==> src/rtl/core/tqls_pkg.sv <==
// Shared types, constants and pointer helpers for the two-queue lottery scheduler.
package tqls_pkg;

    localparam int QUEUE_DEPTH = 16;
    localparam int ID_WIDTH    = 16;

    localparam int FIELD_ID_W = 16;
    localparam int STORE_W    = (ID_WIDTH < FIELD_ID_W) ? ID_WIDTH : FIELD_ID_W;
    localparam int PTR_W      = $clog2(QUEUE_DEPTH);
    localparam int CNT_W      = $clog2(QUEUE_DEPTH + 1);
    localparam int SUM_W      = CNT_W + 1;

    localparam int RUN_W    = 16;
    localparam int CHANCE_W = 7;
    localparam int THR_W    = 16;
    localparam int SHARE_W  = 7;
    localparam int CFG_W    = 16;

    localparam int S_TDATA_W = 48;
    localparam int S_TUSER_W = 2;
    localparam int M_TDATA_W = 24;

    localparam logic [THR_W-1:0]   THRESHOLD_RESET = THR_W'(300);
    localparam logic [SHARE_W-1:0] SHARE_RESET     = SHARE_W'(70);

    typedef enum logic [2:0] {
        ROUTE_NONE     = 3'd0,
        ROUTE_FIRST    = 3'd1,
        ROUTE_SECOND   = 3'd2,
        ROUTE_BLOCKED  = 3'd3,
        ROUTE_FINISHED = 3'd4,
        ROUTE_BAD      = 3'd5,
        ROUTE_DROPPED  = 3'd6
    } t_route;

    typedef enum logic [1:0] {
        EXIT_READY    = 2'd0,
        EXIT_BLOCKED  = 2'd1,
        EXIT_FINISHED = 2'd2,
        EXIT_INVALID  = 2'd3
    } t_exit;

    typedef enum logic {
        CMD_SCHEDULE = 1'b0,
        CMD_ADMIT    = 1'b1
    } t_cmd;

    typedef enum logic {
        CFG_THRESHOLD = 1'b0,
        CFG_SHARE     = 1'b1
    } t_cfg_idx;

    typedef struct packed {
        logic [PTR_W-1:0] head;
        logic [CNT_W-1:0] count;
    } t_qstate;

    typedef struct packed {
        t_cmd                cmd;
        logic                has_process;
        logic [STORE_W-1:0]  proc_id;
        logic [RUN_W-1:0]    run_time;
        t_exit               exit_state;
        logic [CHANCE_W-1:0] chance;
    } t_request;

    typedef struct packed {
        t_route           route;
        logic             push_first;
        logic             push_second;
        logic [PTR_W-1:0] wr_addr;
        logic             sel_valid;
        logic             sel_queue;
        logic             fell;
        logic             fwd;
        logic [PTR_W-1:0] rd_addr;
        t_qstate          first_next;
        t_qstate          second_next;
    } t_decision;

    function automatic logic [PTR_W-1:0] next_ptr(logic [PTR_W-1:0] p);
        return (p == PTR_W'(QUEUE_DEPTH - 1)) ? '0 : p + PTR_W'(1);
    endfunction

    function automatic logic [PTR_W-1:0] tail_ptr(t_qstate q);
        logic [SUM_W-1:0] sum;
        sum = SUM_W'(q.head) + SUM_W'(q.count);
        if (sum >= SUM_W'(QUEUE_DEPTH)) begin
            sum = sum - SUM_W'(QUEUE_DEPTH);
        end
        return sum[PTR_W-1:0];
    endfunction

endpackage

==> src/rtl/core/tqls_ram.sv <==
// Generic simple dual-port RAM with registered read.
module tqls_ram #(
    parameter int WIDTH = 16,
    parameter int DEPTH = 16
) (
    input  logic                     i_clk,
    input  logic                     i_we,
    input  logic [$clog2(DEPTH)-1:0] i_waddr,
    input  logic [WIDTH-1:0]         i_wdata,
    input  logic [$clog2(DEPTH)-1:0] i_raddr,
    output logic [WIDTH-1:0]         o_rdata
);

    logic [WIDTH-1:0] r_mem [DEPTH];
    logic [WIDTH-1:0] r_rdata;

    always_ff @(posedge i_clk) begin
        if (i_we) begin
            r_mem[i_waddr] <= i_wdata;
        end
        r_rdata <= r_mem[i_raddr];
    end

    assign o_rdata = r_rdata;

endmodule

==> src/rtl/core/tqls_decide.sv <==
// Routing and queue draw decision for one request, plus next queue pointers.
module tqls_decide (
    input  tqls_pkg::t_request                 i_req,
    input  logic [tqls_pkg::THR_W-1:0]         i_threshold,
    input  logic [tqls_pkg::SHARE_W-1:0]       i_share,
    input  tqls_pkg::t_qstate                  i_first,
    input  tqls_pkg::t_qstate                  i_second,
    output tqls_pkg::t_decision                o_dec
);
    import tqls_pkg::*;

    logic       to_first;
    logic       target_full;
    logic       target_empty;
    logic       push_ok;
    logic       draw_first;
    logic       use_first;
    t_qstate    first_p;
    t_qstate    second_p;

    assign to_first     = i_req.run_time > i_threshold;
    assign target_full  = to_first ? (i_first.count == CNT_W'(QUEUE_DEPTH))
                                   : (i_second.count == CNT_W'(QUEUE_DEPTH));
    assign target_empty = to_first ? (i_first.count == '0) : (i_second.count == '0);
    assign draw_first   = i_req.chance < i_share;

    always_comb begin
        o_dec          = '0;
        o_dec.route    = ROUTE_NONE;
        push_ok        = 1'b0;
        first_p        = i_first;
        second_p       = i_second;
        use_first      = 1'b0;

        // enqueue side
        if (i_req.has_process) begin
            case (i_req.exit_state)
                EXIT_READY: begin
                    if (target_full) begin
                        o_dec.route = ROUTE_DROPPED;
                    end else begin
                        push_ok = 1'b1;
                        o_dec.route = to_first ? ROUTE_FIRST : ROUTE_SECOND;
                    end
                end
                EXIT_BLOCKED:  o_dec.route = ROUTE_BLOCKED;
                EXIT_FINISHED: o_dec.route = ROUTE_FINISHED;
                default:       o_dec.route = ROUTE_BAD;
            endcase
        end

        o_dec.wr_addr     = to_first ? tail_ptr(i_first) : tail_ptr(i_second);
        o_dec.push_first  = push_ok & to_first;
        o_dec.push_second = push_ok & ~to_first;
        if (o_dec.push_first) begin
            first_p.count = i_first.count + CNT_W'(1);
        end
        if (o_dec.push_second) begin
            second_p.count = i_second.count + CNT_W'(1);
        end

        // draw side, sees the queues after this request's push
        if (i_req.cmd == CMD_SCHEDULE && (first_p.count != '0 || second_p.count != '0)) begin
            if (draw_first) begin
                use_first  = first_p.count != '0;
                o_dec.fell = ~use_first;
            end else begin
                use_first  = second_p.count == '0;
                o_dec.fell = use_first;
            end
            o_dec.sel_valid = 1'b1;
            o_dec.sel_queue = ~use_first;
            // freshly pushed id into an empty queue is not in the RAM read path yet
            o_dec.fwd       = push_ok && (to_first == use_first) && target_empty;
            if (use_first) begin
                o_dec.rd_addr  = first_p.head;
                first_p.head   = next_ptr(first_p.head);
                first_p.count  = first_p.count - CNT_W'(1);
            end else begin
                o_dec.rd_addr  = second_p.head;
                second_p.head  = next_ptr(second_p.head);
                second_p.count = second_p.count - CNT_W'(1);
            end
        end

        o_dec.first_next  = first_p;
        o_dec.second_next = second_p;
    end

endmodule

==> src/rtl/core/two_queue_lottery_scheduler.sv <==
// Top level of the two-queue lottery scheduler: request intake, queue RAMs, result register.
// A request is accepted in S_IDLE or S_OUT, its queue RAM read runs in S_READ, and its
// result is registered into the output on leaving S_READ; a new request is taken only
// while idle or as the previous result is being taken by the receiver.
// Reset: synchronous, active low; both queues empty, threshold 300, share 70.
//   Queue RAM contents are not cleared; only occupied entries ever reach a result.
module two_queue_lottery_scheduler (
    input  logic                           i_clk,
    input  logic                           i_rst_n,
    // configuration write port
    input  logic                           i_cfg_we,
    input  logic                           i_cfg_index,
    input  logic [tqls_pkg::CFG_W-1:0]     i_cfg_data,
    // request stream
    input  logic                           s_axis_tvalid,
    output logic                           s_axis_tready,
    // proc_id[15:0], run_time_total[31:16], exit_state[33:32], chance[40:34], zero pad
    input  logic [tqls_pkg::S_TDATA_W-1:0] s_axis_tdata,
    // command[0], has_process[1]
    input  logic [tqls_pkg::S_TUSER_W-1:0] s_axis_tuser,
    // result stream
    output logic                           m_axis_tvalid,
    input  logic                           m_axis_tready,
    // routed_to[2:0], selected_valid[3], selected_id[19:4], selected_queue[20],
    // fell_back[21], zero pad
    output logic [tqls_pkg::M_TDATA_W-1:0] m_axis_tdata
);
    import tqls_pkg::*;

    // IDLE: waiting for a request; READ: RAM read in flight; OUT: result held
    typedef enum logic [1:0] {
        S_IDLE,
        S_READ,
        S_OUT
    } t_state;

    t_state              r_state;
    logic                r_m_tvalid;
    logic [M_TDATA_W-1:0] r_m_tdata;

    logic [THR_W-1:0]    r_threshold;
    logic [SHARE_W-1:0]  r_share;
    t_qstate             r_first;
    t_qstate             r_second;

    // per-request bits carried across the RAM read
    t_route              r_route;
    logic                r_sel_valid;
    logic                r_sel_queue;
    logic                r_fell;
    logic                r_fwd;
    logic [STORE_W-1:0]  r_fwd_id;

    t_request            req;
    t_decision           decision;
    logic                accept;
    logic [STORE_W-1:0]  first_rdata;
    logic [STORE_W-1:0]  second_rdata;
    logic [STORE_W-1:0]  sel_id;

    assign req.cmd         = t_cmd'(s_axis_tuser[0]);
    assign req.has_process = s_axis_tuser[1];
    assign req.proc_id     = s_axis_tdata[STORE_W-1:0];   // ids kept at ID_WIDTH bits
    assign req.run_time    = s_axis_tdata[31:16];
    assign req.exit_state  = t_exit'(s_axis_tdata[33:32]);
    assign req.chance      = s_axis_tdata[40:34];

    // next request may enter while idle or as the held result leaves
    assign s_axis_tready = (r_state == S_IDLE) || (r_state == S_OUT && m_axis_tready);
    assign accept        = s_axis_tvalid && s_axis_tready;

    tqls_decide u_decide (
        .i_req       (req),
        .i_threshold (r_threshold),
        .i_share     (r_share),
        .i_first     (r_first),
        .i_second    (r_second),
        .o_dec       (decision)
    );

    // Push and pop land on different entries unless the queue was empty;
    // that case is covered by forwarding the pushed id.
    tqls_ram #(
        .WIDTH (STORE_W),
        .DEPTH (QUEUE_DEPTH)
    ) u_first_ram (
        .i_clk   (i_clk),
        .i_we    (accept && decision.push_first),
        .i_waddr (decision.wr_addr),
        .i_wdata (req.proc_id),
        .i_raddr (decision.rd_addr),
        .o_rdata (first_rdata)
    );

    tqls_ram #(
        .WIDTH (STORE_W),
        .DEPTH (QUEUE_DEPTH)
    ) u_second_ram (
        .i_clk   (i_clk),
        .i_we    (accept && decision.push_second),
        .i_waddr (decision.wr_addr),
        .i_wdata (req.proc_id),
        .i_raddr (decision.rd_addr),
        .o_rdata (second_rdata)
    );

    always_comb begin
        if (!r_sel_valid) begin
            sel_id = '0;
        end else if (r_fwd) begin
            sel_id = r_fwd_id;
        end else if (r_sel_queue) begin
            sel_id = second_rdata;
        end else begin
            sel_id = first_rdata;
        end
    end

    // control state, result register, queue pointers, config registers
    always_ff @(posedge i_clk) begin
        if (!i_rst_n) begin
            r_state     <= S_IDLE;
            r_m_tvalid  <= 1'b0;
            r_m_tdata   <= '0;
            r_threshold <= THRESHOLD_RESET;
            r_share     <= SHARE_RESET;
            r_first     <= '0;
            r_second    <= '0;
        end else begin
            case (r_state)
                S_IDLE: begin
                    if (accept) begin
                        r_state <= S_READ;
                    end
                end
                S_READ: begin
                    // RAM data is in; pack the result
                    r_state    <= S_OUT;
                    r_m_tvalid <= 1'b1;
                    r_m_tdata  <= {2'b00, r_fell, r_sel_queue, FIELD_ID_W'(sel_id),
                                   r_sel_valid, r_route};
                end
                S_OUT: begin
                    if (m_axis_tready) begin
                        r_m_tvalid <= 1'b0;
                        r_state    <= accept ? S_READ : S_IDLE;
                    end
                end
                default: begin
                    r_state    <= S_IDLE;
                    r_m_tvalid <= 1'b0;
                end
            endcase

            if (accept) begin
                r_first  <= decision.first_next;
                r_second <= decision.second_next;
            end

            if (i_cfg_we) begin
                case (t_cfg_idx'(i_cfg_index))
                    CFG_THRESHOLD: r_threshold <= i_cfg_data[THR_W-1:0];
                    CFG_SHARE:     r_share     <= i_cfg_data[SHARE_W-1:0];
                    default:       ;
                endcase
            end
        end
    end

    // payload: decision bits captured at accept
    always_ff @(posedge i_clk) begin
        if (accept) begin
            r_route     <= decision.route;
            r_sel_valid <= decision.sel_valid;
            r_sel_queue <= decision.sel_queue;
            r_fell      <= decision.fell;
            r_fwd       <= decision.fwd;
            r_fwd_id    <= req.proc_id;
        end
    end

    assign m_axis_tvalid = r_m_tvalid;
    assign m_axis_tdata  = r_m_tdata;

endmodule

==> config.mk <==
export PLATFORM = sky130hd
export DESIGN_NAME = two_queue_lottery_scheduler
export DESIGN_NICKNAME = d
export VERILOG_FILES = /design/src/rtl/core/tqls_pkg.sv /design/src/rtl/core/tqls_ram.sv /design/src/rtl/core/tqls_decide.sv /design/src/rtl/core/two_queue_lottery_scheduler.sv
export SDC_FILE = /design/constraint.sdc
export NUM_CORES = 1
export LEC_CHECK = 0
export CAP_MARGIN = 20
export CORE_MARGIN = 2
export CORE_UTILIZATION = 45
export CTS_CLUSTER_DIAMETER = 40
export DETAILED_ROUTE_END_ITERATION = 7
export DONT_BUFFER_PORTS = 1
export MAX_ROUTING_LAYER = met4
export PLACE_DENSITY_LB_ADDON = 0.05
export SETUP_SLACK_MARGIN = 0.05
export SLEW_MARGIN = 20
export SYNTH_ARGS = -nofsm -noshare
export SYNTH_HDL_FRONTEND = slang
export SYNTH_SLANG_ARGS = --single-unit
==> constraint.sdc <==
create_clock -name i_clk -period 6 [get_ports i_clk]
set_clock_uncertainty 0.2 [all_clocks]
set_input_delay 0.3 -clock i_clk [delete_from_list [all_inputs] [get_ports i_clk]]
set_output_delay 0.3 -clock i_clk [all_outputs]
set_load 0.01 [all_outputs]
### Word level (Yosys, flattened, before mapping)

Memory sizes are Yosys's and may differ from the RTL's. A register that Yosys moved wholly into a read port is not among the register bits.
Index checks and enable logic that the tools add are counted.

* flip-flop bits (word level): 89
* latch bits: 0
* memory bits (writable): 512
* memory bits (read-only): 0
* input bits: 72
* output and inout port bits: 26
* logic and storage cells: 109
* memories kept: 2

Memory list
* u_first_ram.r_mem: words 16, bits a word 16, rd ports 1, clocked after Yosys merged registers in 1, write ports 1, RTL line tqls_ram.sv:14 `logic [WIDTH-1:0] r_mem [DEPTH];`
* u_second_ram.r_mem: words 16, bits a word 16, rd ports 1, clocked after Yosys merged registers in 1, write ports 1, RTL line tqls_ram.sv:14

* add/subtract/negate cells: 10
* multipliers: 0
* div/mod/pow operators: 0
* magnitude comparators: 4
* eq/ne operators: 11
* shift-type cells: 0
* multiplexer cells: 37
* bitwise gates (word level): 8
* reductions and logical operators: 22

Operators by type and width (count)
* 2-to-1 mux 16 bit: 3
* 2-to-1 mux 5 bit: 6
* 2-to-1 mux 4 bit: 6
* greater-than comparator 16 bit: 1
* logical NOT 5 bit: 3
* 2-to-1 mux 1 bit: 14
* adder 4 x 5 -> 6 bit: 2
* greater-or-equal comparator 6 x 5 -> 1 bit (second input constant): 2
* adder 5 x 1 -> 5 bit (second input constant): 2
* == test 5 bit (second input constant): 2
* nonzero test 5 bit: 2
* subtractor 5 x 1 -> 5 bit (second input constant): 2
* case mux 3 bit (3 select lines): 1
* adder 4 x 1 -> 4 bit (second input constant): 2
* == test 4 bit (second input constant): 2
* 2-to-1 mux 8 bit: 1
* AND reduction 2 bit: 4
* subtractor 4 x 1 -> 4 bit (second input constant): 2
* logical AND 1 bit: 7
* less-than comparator 7 bit: 1
* 2-to-1 mux 2 bit: 3
* inverter 1 bit: 6
* case mux 2 bit (3 select lines): 1
* AND reduction 3 bit: 2
* other kinds (9): 15

### Longest topological paths before layout

* depth after elaboration: 15
* depth in mapped cells: 22
* depth with buffers taken out: 19

### Cells and area by module

A second synthesis with hierarchy kept.

* cell total of the unflattened synthesis: 1473
* area, all modules: 25548.3 µm²

Modules (own cells, without submodules)
* tqls_ram at u_second_ram: instances 1, cells an instance 432, area each 10043.4 µm², seq. area each 8007.7 µm²
* tqls_ram at u_first_ram: instances 1, cells an instance 432, area each 10042.1 µm², seq. area each 8007.7 µm²
* two_queue_lottery_scheduler: instances 1, cells an instance 342, area each 3538.4 µm², seq. area each 2011.9 µm²
* tqls_decide: instances 1, cells an instance 267, area each 1924.3 µm², seq. area each 0.0 µm²

### Least setup slack after synthesis

Ideal clock, no wire load.

* kind: register to register
* start point: register r_threshold[15]
* end point: register u_first_ram.r_rdata[3], in the netlist u_first_ram.o_rdata[3], read port of u_first_ram.r_mem
* data arrival time: 5349 ps
* setup slack: 317 ps
* stages on the path, launching flop included: 23
* path through: dfxtp_1 inv_1 ha_1 and4_1 nand3_2 nor4_2 a31oi_1 buf_4 nor3_1 nor2_1 a21oi_1 ha_1 nand3_1 or4_4 a211o_4 a2111o_1 buf_6 nand2_1 buf_2 buf_2 mux2i_1 o22ai_1 or4_1

* longest elaborated chain between the ends: 12
* elaborated cells between the ends (all ways): 19
* classes of those cells: order compare: 1; mux: 10; bitwise: 3; reduce/logical: 5

Ends and longest elaborated chain
* start: declaration: RTL line two_queue_lottery_scheduler.sv:41 `logic [THR_W-1:0] r_threshold;`
* start signal: assignment: RTL line two_queue_lottery_scheduler.sv:162 `CFG_THRESHOLD: r_threshold <= i_cfg_data[THR_W-1:0];`
* greater-than comparator 16 bit *: RTL line tqls_decide.sv:21 `assign to_first = i_req.run_time > i_threshold;`
* 2-to-1 mux 1 bit: RTL line tqls_decide.sv:22 `assign target_full = to_first ? (i_first.count == CNT_W'(QUEUE_DEPTH))`
* 2-to-1 mux 1 bit: RTL line tqls_decide.sv:39 `if (target_full) begin`
* 2-to-1 mux 1 bit: RTL line tqls_decide.sv:37 `case (i_req.exit_state)`
* 2-to-1 mux 1 bit: RTL line tqls_decide.sv:36 `if (i_req.has_process) begin`
* bitwise AND 1 bit, on equally long branches: RTL line tqls_decide.sv:54, tqls_decide.sv:53
* 2-to-1 mux 5 bit, on equally long branches: RTL line tqls_decide.sv:58, tqls_decide.sv:55
* logical NOT 5 bit or nonzero test 5 bit (tied branches): RTL line tqls_decide.sv:68, tqls_decide.sv:63, tqls_decide.sv:65
* 2-to-1 mux 1 bit: RTL line tqls_decide.sv:64 `if (draw_first) begin`
* 2-to-1 mux 1 bit: RTL line tqls_decide.sv:63 `if (i_req.cmd == CMD_SCHEDULE && (first_p.count != '0 || second_p.count != '0)) begin`
* 2-to-1 mux 4 bit: RTL line tqls_decide.sv:75 `if (use_first) begin`
* 2-to-1 mux 8 bit *: RTL line tqls_decide.sv:63
* end: declaration: RTL line tqls_ram.sv:15 `logic [WIDTH-1:0] r_rdata;`

Mark *: on every way between the ends. The rest lies on a longest branch, timed or not. The select of a mux whose other input is x is not followed.
A chain may end at the register's enable or synchronous reset.

### Worst setup path in the final report

* start point: register r_threshold[13]
* end point: register u_first_ram.r_rdata[3], in the netlist u_first_ram.o_rdata[3], read port of u_first_ram.r_mem

The elaborated chain is that of the path after synthesis.

==> flow_summary_export.csv <==
group,metric,value,unit
setup_path,crit_type,"reg2reg",
clock_tree,root_buffer,"clkbuf_16",
floorplan,die_area,59310,sq um
finish,diodes,0,
clock_tree,h-tree-depth,3,
sta,slew_headroom,31.96,%
floorplan,core_area,56600,sq um
detailed_routing,finalWirelength,64.91,mm
sta,min_period,5650,ps
placed_design,dpl-instance-area,27070,sq um
pwr,p_leak,0.01046,uW
logic_synthesis,async_reset_ff_share,0,%
finish,fin_cells,2737,
logic_synthesis,netlist_area,25820,sq um
sta,rsz0062_at_grt,"no",
placed_design,dpl.hpwl,38.69,mm
detailed_routing,wl_per_cell,23.72,um
sta,fmax,177.0,MHz
pwr,ir_worst_vdd,0.2370,mV
floorplan,fp-row-count,87,
logic_synthesis,synth-seq-cells,633,
clock_tree,clock_sinks,633,
global_routing,grt_remaining_overflow,0,
logic_synthesis,ys.flop_type,"edfxtp_1",
sta,finalHoldViolCount,0,
setup_path,crit_fanout,28,
run_status,outcome,"finished, final reports clean",
global_routing,grt_max_degree,68,
detailed_routing,drtIter0Drc,1157,
finish,syn_to_final_growth,22.47,%
sta,worst_pin_slew,1019,ps
clock_tree,cts_max_path_buffers,3,
setup_path,required,6280,ps
logic_synthesis,netlist_top_cells_count,"edfxtp_1, mux2i_1, nand2_1",
logic_synthesis,synth_edf_count,535,
sta,setup_violations,0,
global_routing,grt_pass1_vias,15010,
floorplan,dieHeight,243.5,um
logic_synthesis,ys_types,69,
floorplan,chipWidth,243.5,um
detailed_routing,postRouteAntennaNets,0,
clock_tree,insertion_delay,630,ps
placed_design,gp_congestion,0.8336,
placed_design,placedCellCount,2479,
sta,slew_viol_final,0,
sta,min_period_over_period,94.16,%
setup_path,endpoint_kind,"register",
placed_design,io_buffers,0,
hold_path,hp-class,"in2reg",
logic_synthesis,synthCells,1752,
logic_synthesis,synth_seq_area_share,69.82,%
clock_tree,cts.clk_slew.worst_paths,50,ps
logic_synthesis,netlist.top_cell.by_area,"edfxtp_1",
floorplan,start_util,45.61,%
detailed_routing,drc,0,
global_routing,grt_usage,22.49,%
logic_synthesis,synthDominantCellAreaShare,62.22,%
detailed_routing,dr_total_vias,15220,
run,drv_cap,0,
floorplan,io_pins,98,
logic_synthesis,post-synth-top-count-cell,"edfxtp_1",
finish,stdcell_area,31620,sq um
logic_synthesis,ys_warn_count,0,
logic_synthesis,ys_top_cells_by_area,"edfxtp_1, mux2i_1, dfxtp_1",
clock_tree,numCtsBuffers,96,
finish,drive_above_1_share,16.05,%
logic_synthesis,avgSynthCellArea,14.74,sq um
pwr,p_per_area,352.9,nW/um^2
global_routing,antenna_found_initial,1,
finish,final_nets,2009,
finish,n_fill_cell,4567,
detailed_routing,viasPerCell,5.561,
global_routing,grt_pass1_wl,96.30,mm
detailed_routing,first_pass_iters,5,
setup_path,cp.arrival,5930,ps
sta,fin_tns_setup,0,ps
setup_path,start_kind,"register",
clock_tree,cts_tree,"done",
## routing by layer
layer  global-route usage, %  share of wire (%)  wire length (um)
met1                   31.35                 47             30490
met2                   33.81                 46             29970
met3                   3.955                4.8              3128
met4                   6.923                2.0              1327
met5                       -                  0                 0
## final cells by class
cell class | count | area [sq um] | area share, %
Sequential cell | 633 | 18030 | 57.01
Multi-Input combinational cell | 973 | 7202 | 22.78
Clock buffer | 119 | 2675 | 8.460
Timing Repair Buffer | 155 | 1807 | 5.714
Tap cell | 756 | 945.9 | 2.991
Clock inverter | 61 | 813.3 | 2.572
Inverter | 40 | 150.1 | 0.4748
## registers in the layout (all words and copies together) (netlist names)
signal / count
r_state: 2
u_second_ram.o_rdata: 16
r_share: 7
u_first_ram.o_rdata: 16
r_second: 9
r_sel_valid: 1
m_axis_tdata: 22
r_first: 9
r_fwd_id: 16
u_second_ram.r_mem: 256
m_axis_tvalid: 1
r_sel_queue: 1
u_first_ram.r_mem: 256
r_fwd: 1
r_threshold: 16
r_route: 3
r_fell: 1
## kinds of logic (layout without fill, tap and decap cells)
group | Yosys count | after routing | share of synthesized area, %
flip-flops | 633 | 633 | 69.82
AND/OR/NAND/NOR | 387 | 387 | 8.011
AO/OA/AOI/OAI | 310 | 310 | 8.616
multiplexers | 216 | 216 | 8.379
buffers and inverters | 147 | 375 | 2.578
adder cells (fa/ha/maj) | 38 | 38 | 1.900
XOR/XNOR | 20 | 20 | 0.6784
other | 1 | 2 | 0.01452
## placed cells by master (no fill, tap or decap), types with 40 or more instances in the layout
cell type | netlist | layout
edfxtp_1 | 535 | 535
dfxtp_1 | 98 | 98
nand2_1 | 102 | 100
nor2_1 | 46 | 40
a211oi_1 | 47 | 47
clkbuf_16 | 0 | 105
mux2i_1 | 215 | 215
o22ai_1 | 97 | 97
and3_1 | 69 | 69
buf_4 | 4 | 59
dlygate4sd3_1 | 0 | 53
## where the power goes
group	internal [uW]	switching, uW
sequential	4810	35.0
combinational	154	264
clock	3810	2080
total	8780	2380
## path summary, 6_finish.rpt
kind	startpoint	end	slack, ps	depth (start not counted)
worst max-delay path	r_threshold[13]	u_first_ram.o_rdata[3]	350	19
worst min-delay path	s_axis_tdata[7]	u_first_ram.r_mem[0][7]	7	1
worst max register to register	r_threshold[13]	u_first_ram.o_rdata[3]	350	19
worst min register to register	r_threshold[15]	r_threshold[15]	260	2
## per-stage QoR
| stage | power (uW) | utilization, % | hold slack (ps) | setup slack, ps |
|---|---|---|---|---|
| after floorplan | 5140 | - | 198.9 | 317.5 |
| after global placement | 5226 | 47.82 | 197.0 | 233.4 |
| after detailed placement | 5232 | 47.82 | 199.2 | 165.3 |
| after CTS | 11250 | 55.48 | 9.888 | 155.8 |
| after global routing | 11480 | 55.86 | 21.86 | 61.09 |
| final | 11160 | 55.86 | 7.206 | 350.2 |
## timing repair
item,in CTS,in global routing
endpoints found under the hold margin,600,0
hold buffers,70,0
setup buffers,0,3
endpoints found under the setup margin,0,32
resized for setup,0,14
## critical path: stages, from the launching register on
cell and delay, ps:
dfxtp_1 330, inv_1 50, ha_1 280, and4_1 240
nand3_2 140, or3_1 450, a31oi_4 240, and3_1 230
mux2i_1 280, ha_2 270, nand4_1 110, a2111o_1 450
a31o_1 280, or3_2 520, nand2_4 170, buf_12 120
buf_16 200, mux2i_1 220, o22ai_1 100, or4_1 590
Note: power is estimated with default switching activity, not from simulation.
